**config.mk**
```make
export PLATFORM = sky130hd
export DESIGN_NAME = relative_motion_coalescer_core
export DESIGN_NICKNAME = d
export VERILOG_FILES = /design/src/sv/rmc_pkg.sv /design/src/sv/rmc_accum.sv /design/src/sv/rmc_emit.sv /design/src/sv/relative_motion_coalescer_core.sv
export SDC_FILE = /design/constraint.sdc
export NUM_CORES = 1
export LEC_CHECK = 0
export BUFFER_PORTS_ARGS = -buffer_cell sky130_fd_sc_hd__buf_4
export CORE_MARGIN = 4
export CORE_UTILIZATION = 40
export CTS_BUF_LIST = sky130_fd_sc_hd__clkbuf_4 sky130_fd_sc_hd__clkbuf_8 sky130_fd_sc_hd__clkbuf_16
export DETAILED_ROUTE_END_ITERATION = 10
export HOLD_SLACK_MARGIN = 0.1
export PLACE_DENSITY = 0.6
export SYNTH_ARGS = -nofsm -noshare
export SYNTH_HDL_FRONTEND = slang
export SYNTH_SLANG_ARGS = --single-unit
```
**constraint.sdc**
```tcl
create_clock -name clk -period 6.05 [get_ports clk]
set_clock_uncertainty 0.05 [all_clocks]
set_input_delay 0.3025 -clock clk [delete_from_list [all_inputs] [get_ports clk]]
set_output_delay 0.3025 -clock clk [all_outputs]
set_load 0.01 [all_outputs]
```
**src/sv/rmc_pkg.sv**
```systemverilog
package rmc_pkg;

    // Event type of relative motion
    localparam logic [7:0] REL_TYPE = 8'd2;

    // Input item commands
    localparam logic CMD_EVENT = 1'b0;
    localparam logic CMD_TICK  = 1'b1;

    // What one processed item asks of the output side
    typedef logic [1:0] res_kind_t;
    localparam res_kind_t RES_NONE  = 2'd0;
    localparam res_kind_t RES_FWD   = 2'd1;
    localparam res_kind_t RES_FLUSH = 2'd2;

    // Configuration register map
    localparam int unsigned ADDR_W = 3;
    localparam logic [ADDR_W-1:0] ADDR_INTERVAL = 3'd0;
    localparam logic [15:0] INTERVAL_RESET = 16'd10;

    typedef struct packed {
        res_kind_t          kind;
        logic [7:0]         ev_type;
        logic [15:0]        ev_code;
        logic signed [31:0] ev_value;
        logic               ev_sync;
    } step_res_t;

    typedef struct packed {
        logic busy;
        logic accept_ok;
    } emit_stat_t;

    // Axis codes in axis order: X, Y, WHEEL, HWHEEL, then the extra axes.
    function automatic logic [15:0] axis_code(input logic [2:0] idx);
        logic [15:0] code;
        case (idx)
            3'd0:    code = 16'd0;
            3'd1:    code = 16'd1;
            3'd2:    code = 16'd8;
            3'd3:    code = 16'd6;
            3'd4:    code = 16'd2;
            3'd5:    code = 16'd3;
            3'd6:    code = 16'd4;
            default: code = 16'd5;
        endcase
        return code;
    endfunction

endpackage

```
**src/sv/rmc_accum.sv**
```systemverilog
module rmc_accum
    import rmc_pkg::*;
#(
    parameter int AXIS_COUNT = 4
)
(
    input  logic               clk,
    input  logic               rst_n,
    input  logic               go,
    input  logic               cmd,
    input  logic [7:0]         ev_type,
    input  logic [15:0]        ev_code,
    input  logic signed [31:0] ev_value,
    input  logic               ev_sync,
    input  logic [15:0]        interval,
    output step_res_t          res,
    output logic [AXIS_COUNT-1:0] flush_mask,
    output logic [31:0]        sums [AXIS_COUNT]
);

    logic [31:0]           sums_reg  [AXIS_COUNT];
    logic [31:0]           sums_next [AXIS_COUNT];
    logic                  armed_reg;
    logic                  armed_next;
    logic [15:0]           ticks_reg;
    logic [15:0]           ticks_next;
    logic [AXIS_COUNT-1:0] hit;
    logic                  expire;

    always_comb
    begin
        for (int i = 0; i < AXIS_COUNT; i++)
        begin
            hit[i]        = (ev_type == REL_TYPE) && (ev_code == axis_code(3'(i)));
            flush_mask[i] = (sums_reg[i] != 32'd0);
            sums[i]       = sums_reg[i];
        end
        expire = armed_reg && (ticks_reg <= 16'd1);

        res.ev_type  = ev_type;
        res.ev_code  = ev_code;
        res.ev_value = ev_value;
        res.ev_sync  = ev_sync;
        if (cmd == CMD_TICK)
        begin
            res.kind = (expire && (|flush_mask)) ? RES_FLUSH : RES_NONE;
        end
        else
        begin
            res.kind = (|hit) ? RES_NONE : RES_FWD;
        end
    end

    always_comb
    begin
        sums_next  = sums_reg;
        armed_next = armed_reg;
        ticks_next = ticks_reg;
        if (go)
        begin
            if (cmd == CMD_TICK)
            begin
                if (expire)
                begin
                    armed_next = 1'b0;
                    ticks_next = 16'd0;
                    for (int i = 0; i < AXIS_COUNT; i++)
                    begin
                        sums_next[i] = 32'd0;
                    end
                end
                else if (armed_reg)
                begin
                    ticks_next = ticks_reg - 16'd1;
                end
            end
            else
            begin
                for (int i = 0; i < AXIS_COUNT; i++)
                begin
                    if (hit[i])
                    begin
                        sums_next[i] = sums_reg[i] + unsigned'(ev_value);
                    end
                end
                if ((|hit) && !armed_reg)
                begin
                    armed_next = 1'b1;
                    ticks_next = (interval == 16'd0) ? 16'd1 : interval;
                end
            end
        end
    end

    always_ff @(posedge clk or negedge rst_n)
    begin
        if (!rst_n)
        begin
            armed_reg <= 1'b0;
            ticks_reg <= 16'd0;
            for (int i = 0; i < AXIS_COUNT; i++)
            begin
                sums_reg[i] <= 32'd0;
            end
        end
        else
        begin
            armed_reg <= armed_next;
            ticks_reg <= ticks_next;
            sums_reg  <= sums_next;
        end
    end

endmodule

```
**src/sv/rmc_emit.sv**
```systemverilog
module rmc_emit
    import rmc_pkg::*;
#(
    parameter int AXIS_COUNT = 4
)
(
    input  logic               clk,
    input  logic               rst_n,
    input  logic               load,
    input  step_res_t          res,
    input  logic [AXIS_COUNT-1:0] flush_mask,
    input  logic [31:0]        sums [AXIS_COUNT],
    input  logic               out_stall,
    output logic               out_valid,
    output logic [7:0]         out_type,
    output logic [15:0]        out_code,
    output logic signed [31:0] out_value,
    output logic               out_sync,
    output logic               last_of_run,
    output emit_stat_t         stat
);

    localparam int IDX_W = (AXIS_COUNT > 1) ? $clog2(AXIS_COUNT) : 1;

    logic                  vld_reg;
    logic                  vld_next;
    logic [7:0]            type_reg;
    logic [7:0]            type_next;
    logic [15:0]           code_reg;
    logic [15:0]           code_next;
    logic [31:0]           value_reg;
    logic [31:0]           value_next;
    logic                  last_reg;
    logic                  last_next;
    logic                  sync_reg;
    logic                  sync_next;
    logic [AXIS_COUNT-1:0] mask_reg;
    logic [AXIS_COUNT-1:0] mask_next;
    logic [31:0]           vals_reg  [AXIS_COUNT];
    logic [31:0]           vals_next [AXIS_COUNT];

    logic                  out_free;
    logic                  draining;
    logic [AXIS_COUNT-1:0] src_mask;
    logic [AXIS_COUNT-1:0] pick_oh;
    logic [AXIS_COUNT-1:0] rest;
    logic [IDX_W-1:0]      pick;
    logic [31:0]           pick_val;

    always_comb
    begin
        out_free = !vld_reg || !out_stall;
        draining = (mask_reg != '0);
        src_mask = draining ? mask_reg : flush_mask;

        // Lowest remaining axis goes first
        pick    = '0;
        pick_oh = '0;
        for (int i = AXIS_COUNT - 1; i >= 0; i--)
        begin
            if (src_mask[i])
            begin
                pick    = IDX_W'(i);
                pick_oh = '0;
                pick_oh[i] = 1'b1;
            end
        end
        rest     = src_mask & ~pick_oh;
        pick_val = draining ? vals_reg[pick] : sums[pick];

        stat.busy      = draining;
        stat.accept_ok = out_free && !draining;
    end

    always_comb
    begin
        vld_next   = vld_reg;
        type_next  = type_reg;
        code_next  = code_reg;
        value_next = value_reg;
        sync_next  = sync_reg;
        last_next  = last_reg;
        mask_next  = mask_reg;
        vals_next  = vals_reg;
        if (out_free)
        begin
            if (draining || (load && (res.kind == RES_FLUSH)))
            begin
                vld_next   = 1'b1;
                type_next  = REL_TYPE;
                code_next  = axis_code(3'(pick));
                value_next = pick_val;
                sync_next  = (rest == '0);
                last_next  = (rest == '0);
                mask_next  = rest;
                if (!draining)
                begin
                    vals_next = sums;
                end
            end
            else if (load && (res.kind == RES_FWD))
            begin
                vld_next   = 1'b1;
                type_next  = res.ev_type;
                code_next  = res.ev_code;
                value_next = unsigned'(res.ev_value);
                sync_next  = res.ev_sync;
                last_next  = 1'b1;
            end
            else
            begin
                vld_next = 1'b0;
            end
        end
    end

    always_ff @(posedge clk or negedge rst_n)
    begin
        if (!rst_n)
        begin
            vld_reg  <= 1'b0;
            mask_reg <= '0;
        end
        else
        begin
            vld_reg  <= vld_next;
            mask_reg <= mask_next;
        end
    end

    always_ff @(posedge clk)
    begin
        type_reg  <= type_next;
        code_reg  <= code_next;
        value_reg <= value_next;
        sync_reg  <= sync_next;
        last_reg  <= last_next;
        vals_reg  <= vals_next;
    end

    assign out_valid   = vld_reg;
    assign out_type    = type_reg;
    assign out_code    = code_reg;
    assign out_value   = signed'(value_reg);
    assign out_sync    = sync_reg;
    assign last_of_run = last_reg;

endmodule

```
**src/sv/relative_motion_coalescer_core.sv**
```systemverilog
// Relative motion coalescer.
// Input channel (in_valid, in_stall, cmd and ev_*) carries either an input event
// or a one millisecond tick. A relative X, Y, WHEEL or HWHEEL event is summed
// into its axis and, if no countdown runs, arms one of interval_ticks ticks;
// every other event is forwarded unchanged. When the countdown expires, each
// non-zero axis sum leaves as one transaction, in axis order, with sync and
// last_of_run set on the final one.
// Output channel (out_valid, out_stall, out_*) presents one result per cycle
// while out_stall is low. A forwarded event or the first flushed axis passes
// through the input and output registers; further axes follow one per cycle.
// Throughput: one input transaction per cycle. The input is held off while a
// flush still has axes to send or while a result is held by out_stall; items
// that give no result (motion, ticks before expiry) pass even then.
// The APB port holds interval_ticks at byte address 0 (reset value 10).
// Reset clears the sums, disarms the countdown and empties both registers.
// While out_stall is high the presented result holds still.
module relative_motion_coalescer_core
    import rmc_pkg::*;
#(
    parameter int AXIS_COUNT = 4
)
(
    input  logic               clk,
    input  logic               rst_n,
    // Input channel
    input  logic               in_valid,
    output logic               in_stall,
    input  logic               cmd,
    input  logic [7:0]         ev_type,
    input  logic [15:0]        ev_code,
    input  logic signed [31:0] ev_value,
    input  logic               ev_sync,
    // Output channel
    output logic               out_valid,
    input  logic               out_stall,
    output logic [7:0]         out_type,
    output logic [15:0]        out_code,
    output logic signed [31:0] out_value,
    output logic               out_sync,
    output logic               last_of_run,
    // Configuration port
    input  logic               psel,
    input  logic               penable,
    input  logic               pwrite,
    input  logic [ADDR_W-1:0]  paddr,
    input  logic [31:0]        pwdata,
    output logic [31:0]        prdata,
    output logic               pready
);

    // Input register: one accepted transaction waiting for processing.
    logic               in_vld_reg;
    logic               in_vld_next;
    logic               cmd_reg;
    logic [7:0]         type_reg;
    logic [15:0]        code_reg;
    logic signed [31:0] value_reg;
    logic               sync_reg;

    logic [15:0]        interval_reg;
    logic [15:0]        interval_next;

    step_res_t             res;
    emit_stat_t            stat;
    logic [AXIS_COUNT-1:0] flush_mask;
    logic [31:0]           sums [AXIS_COUNT];
    logic                  go;
    logic                  in_take;

    // An item that produces no result can always retire. One that produces a
    // result needs the output register free and no flush still draining.
    assign go       = in_vld_reg && ((res.kind == RES_NONE) || stat.accept_ok);
    assign in_stall = in_vld_reg && !go;
    assign in_take  = in_valid && !in_stall;

    always_comb
    begin
        in_vld_next = in_vld_reg;
        if (in_take)
        begin
            in_vld_next = 1'b1;
        end
        else if (go)
        begin
            in_vld_next = 1'b0;
        end
    end

    always_ff @(posedge clk or negedge rst_n)
    begin
        if (!rst_n)
        begin
            in_vld_reg <= 1'b0;
        end
        else
        begin
            in_vld_reg <= in_vld_next;
        end
    end

    always_ff @(posedge clk)
    begin
        if (in_take)
        begin
            cmd_reg   <= cmd;
            type_reg  <= ev_type;
            code_reg  <= ev_code;
            value_reg <= ev_value;
            sync_reg  <= ev_sync;
        end
    end

    // Configuration register. The interval is only sampled when a countdown is
    // armed, so a write while armed takes effect at the next arming.
    always_comb
    begin
        interval_next = interval_reg;
        if (psel && penable && pwrite && (paddr == ADDR_INTERVAL))
        begin
            interval_next = pwdata[15:0];
        end
    end

    always_ff @(posedge clk or negedge rst_n)
    begin
        if (!rst_n)
        begin
            interval_reg <= INTERVAL_RESET;
        end
        else
        begin
            interval_reg <= interval_next;
        end
    end

    assign pready = 1'b1;
    assign prdata = (paddr == ADDR_INTERVAL) ? {16'd0, interval_reg} : 32'd0;

    rmc_accum #(
        .AXIS_COUNT (AXIS_COUNT)
    ) u_accum (
        .clk        (clk),
        .rst_n      (rst_n),
        .go         (go),
        .cmd        (cmd_reg),
        .ev_type    (type_reg),
        .ev_code    (code_reg),
        .ev_value   (value_reg),
        .ev_sync    (sync_reg),
        .interval   (interval_reg),
        .res        (res),
        .flush_mask (flush_mask),
        .sums       (sums)
    );

    rmc_emit #(
        .AXIS_COUNT (AXIS_COUNT)
    ) u_emit (
        .clk         (clk),
        .rst_n       (rst_n),
        .load        (go),
        .res         (res),
        .flush_mask  (flush_mask),
        .sums        (sums),
        .out_stall   (out_stall),
        .out_valid   (out_valid),
        .out_type    (out_type),
        .out_code    (out_code),
        .out_value   (out_value),
        .out_sync    (out_sync),
        .last_of_run (last_of_run),
        .stat        (stat)
    );

`ifndef ASSERT_OFF
    // Axes still queued for a flush imply a flushed axis is being presented.
    assert property (@(posedge clk) disable iff (!rst_n)
        stat.busy |-> out_valid)
    else $error("flush axes pending with no result presented");

    // A result that is not the last of its run must have more axes queued.
    assert property (@(posedge clk) disable iff (!rst_n)
        (out_valid && !last_of_run) |-> stat.busy)
    else $error("non-final result with nothing queued behind it");

    // Only flushed axes come in runs of more than one.
    assert property (@(posedge clk) disable iff (!rst_n)
        (out_valid && !last_of_run) |-> (out_type == REL_TYPE && !out_sync))
    else $error("non-final result is not a plain relative axis");

    // A held-off transaction stays in the input register.
    assert property (@(posedge clk) disable iff (!rst_n)
        in_stall |=> in_vld_reg)
    else $error("input register lost a stalled transaction");
`endif

endmodule

```
==> key figures <==
Clock network
  – TritonCTS clock tree: built
  – Htree depth: 2
  – Total CTS buffers: 45
  – Clk buf depth: 3
  – CTS resizes: 0
  – Cts hold-fix bufs: 77
  – Clock-pin slew on the worst setup and hold paths: roughly 0.060 ns
  – Setup Fix Bufs, Post-CTS: 0
  – Clk_lat worst skew: 0.58 ns
  – Clk sinks: 379
  – Root Driver: clkbuf_16

Timing
  – RSZ-0062 raised after global routing: false
  – Final worst slack: ~1.8 ns
  – Setup violations, final: 0
  – Tmin final: ~4.2 ns
  – Max-slew violations: 0
  – Final cycle utilization of the critical path: between 60% and 70%
  – F_max: approximately 240 MHz
  – Final hold vios: 0
  – Slew HR: 21.5%
  – Slew @ Worst Pin: ~1.2 ns
  – Setup TNS: 0 ns

Synth
  – FF+latch count, synth: ~380
  – Seq/Total Area, Yosys: around half
  – Post-Synthesis Cells: a little over 2,000
  – Top_reg_cell synth: edfxtp_1
  – Number of flops mapped to enable cells by yosys: around 210
  – Asr flop ratio synth: about 44%
  – Unique cell type count in the Yosys netlist: between 90 and 100
  – Synth Cell Area: approximately 0.022 mm2
  – Mean Syn Cell Area: approximately 11 um2
  – Ys Warns: 0

Global route
  – Gr busiest metal: met2
  – Grt met1 use: between 20% and 30%
  – Met2 Usage GRT: 34.7%
  – Initial antenna violation count: 2
  – GRT Util Overall: a little over a fifth
  – GR Util met3: about 2.9%
  – Vias in the first global route: roughly 16,000
  – Grt total ovfl: 0
  – Largest net degree at the start of global routing: 87
  – Global-route wire length before repair: around 100,000 um

Finish
  – Area grow syn2layout: 18.4%
  – Final #Nets: between 2,000 and 2,500
  – Flip-flop count of the largest register after layout: around 130
  – Commonest cells after routing, fill and taps aside: edfxtp_1 (213), nand2_1 (182), buf_4 (178)
  – Layout fillers: 4,900
  – Multi-input gate area: between 0.01 and 0.015 mm2
  – Seq. cell area: about 0.011 mm2
  – Final Non-Filler Cells: around 3,000
  – Ant. Diodes: 0
  – Share of cells above drive strength 1: about 16%
  – Post-layout util: between 40% and 50%
  – Most common cell after layout, fill and taps aside: edfxtp_1

Setup path
  – Critical Path RT: between 6 and 7 ns
  – CP Launch Type: flip-flop
  – Largest stage delay, worst path: 0.65 ns
  – Setup Crit Path Kind: reg -> reg
  – Worst setup EP type: flip-flop
  – Crit-path leading delay family: simple AND/OR/NAND/NOR gates
  – WP data arrival: ~4.5 ns
  – CP max stage cell: nor2_4
  – CP Cell Sequence: nor4_1, nand4_1, nor2_1, nor3_1, nor2_2, nand2_1, nor2_4, buf_4, a22oi_1, o221a_2, o21ai_0
  – CP Depth: 11
  – Worst Path Buf+Inv: 1
  – Reg2reg path depth: 11
  – Crit-path max FO: 34

Route
  – Routed vias/inst: ~5.8
  – Routed len/inst: 21.5 um
  – Post-Route WL: about 63,000 um
  – Vias: between 15,000 and 20,000
  – DRC Markers: 0
  – Final antenna-violating net count: 0
  – DRT iter0 DRCs: 1,190
  – Pre-Repair DR Iteration Count: 6

Floorplan
  – Die width: ~240 um
  – Die Y: ~240 um
  – Std cell rows: 85
  – Core region area: between 0.05 and 0.06 mm2
  – Die area: 0.0586 mm2
  – # IOs: between 150 and 200
  – Starting density of the core: 40.6%

Worst hold path
  – Hold crit path type: in -> reg
  – Hold Path Stages: 2

Place
  – DP Wirelength: ~45,000 um
  – GP Congestion: approximately 0.9
  – Dpl ws: 1.93 ns
  – Buffers on Ports: about 160
  – Placed cell count: 2,793

Power and ir drop
  – Leak Pwr: 11.3 nW
  – VDD IR-drop max: 0.000374 V
  – PwrDens: 454 mW/mm2

Job
  – Max Cap Viol: 0

Status
  – Outcome: finished clean
synthesized netlist by cell type, drive strengths merged (34+ instances only):
cell type | number | share of area (%)
a21o | 99 | 3.4
a21oi | 99 | 2.3
a22oi | 100 | 3.4
buf | 60 | 1.7
clkbuf | 50 | 0.86
dfrtp | 164 | 19
edfxtp | 213 | 29
ha | 126 | 7.2
mux2i | 34 | 1.6
nand2 | 183 | 3.1
nor2 | 82 | 1.4
nor4 | 46 | 1.4
o21ai | 148 | 3.4
o31ai | 76 | 2.6
xnor2 | 66 | 2.6
xor2 | 50 | 2.0
layout make-up:
cell class	count	area share (%)
Clock inverter	22	0.950
Inverter	30	0.444
Clock buffer	61	4.92
Timing Repair Buffer	256	8.16
Multi-Input combinational cell	1509	41.5
Tap cell	696	3.36
Sequential cell	379	40.7
power by group:
part	internal, mW	switching (mW)	leakage [nW]
sequential	3.44	0.598	4.42
clock	1.66	1.12	0.740
combinational	2.01	2.94	6.10
total	7.12	4.66	11.3
worst paths after layout:
path	startpoint	endpoint	slack, ns
min in group asynchronous	rst_n	u_emit.out_valid	0.46
setup / recovery	u_accum.sums[65]	u_emit.out_value[12]	1.82
setup reg to reg	u_accum.sums[65]	u_emit.out_value[12]	1.82
hold reg to reg	u_accum.sums[64]	u_emit.vals_reg[64]	0.48
max in group asynchronous	rst_n	u_accum.sums[116]	4.35
hold / removal	ev_value[23]	value_reg[23]	0.40
layer usage:
layer / vias up / routed length [um]
met3: 109 / 2760
met4: 2 / 2210
li1: 8163 / -
met1: 8428 / 27900
met5: - / 13
met2: 434 / 30500
per-stage QoR:
stage	instance area, um2	total power [mW]	hold slack (ns)
floorplan	22000	7.33	-0.0431
global placement	23700	8.90	0.410
detailed placement	23700	8.99	0.413
CTS	26000	11.9	0.363
global route	26000	12.5	0.379
finish	26000	11.8	0.400
cells by family (layout without fill, tap and decap cells):
family | count (synthesis) | in the layout | synth area share, %
simple gates | 498 | 498 | 11.4
other cells | 2 | 17 | 0.0343
mux | 55 | 55 | 2.74
buf+inv | 140 | 369 | 3.08
xor+xnor | 116 | 116 | 4.64
fa+ha+maj | 131 | 131 | 7.61
compound gates | 692 | 692 | 22.4
flops | 379 | 379 | 48.2
Power figures use the tool's default switching activity.
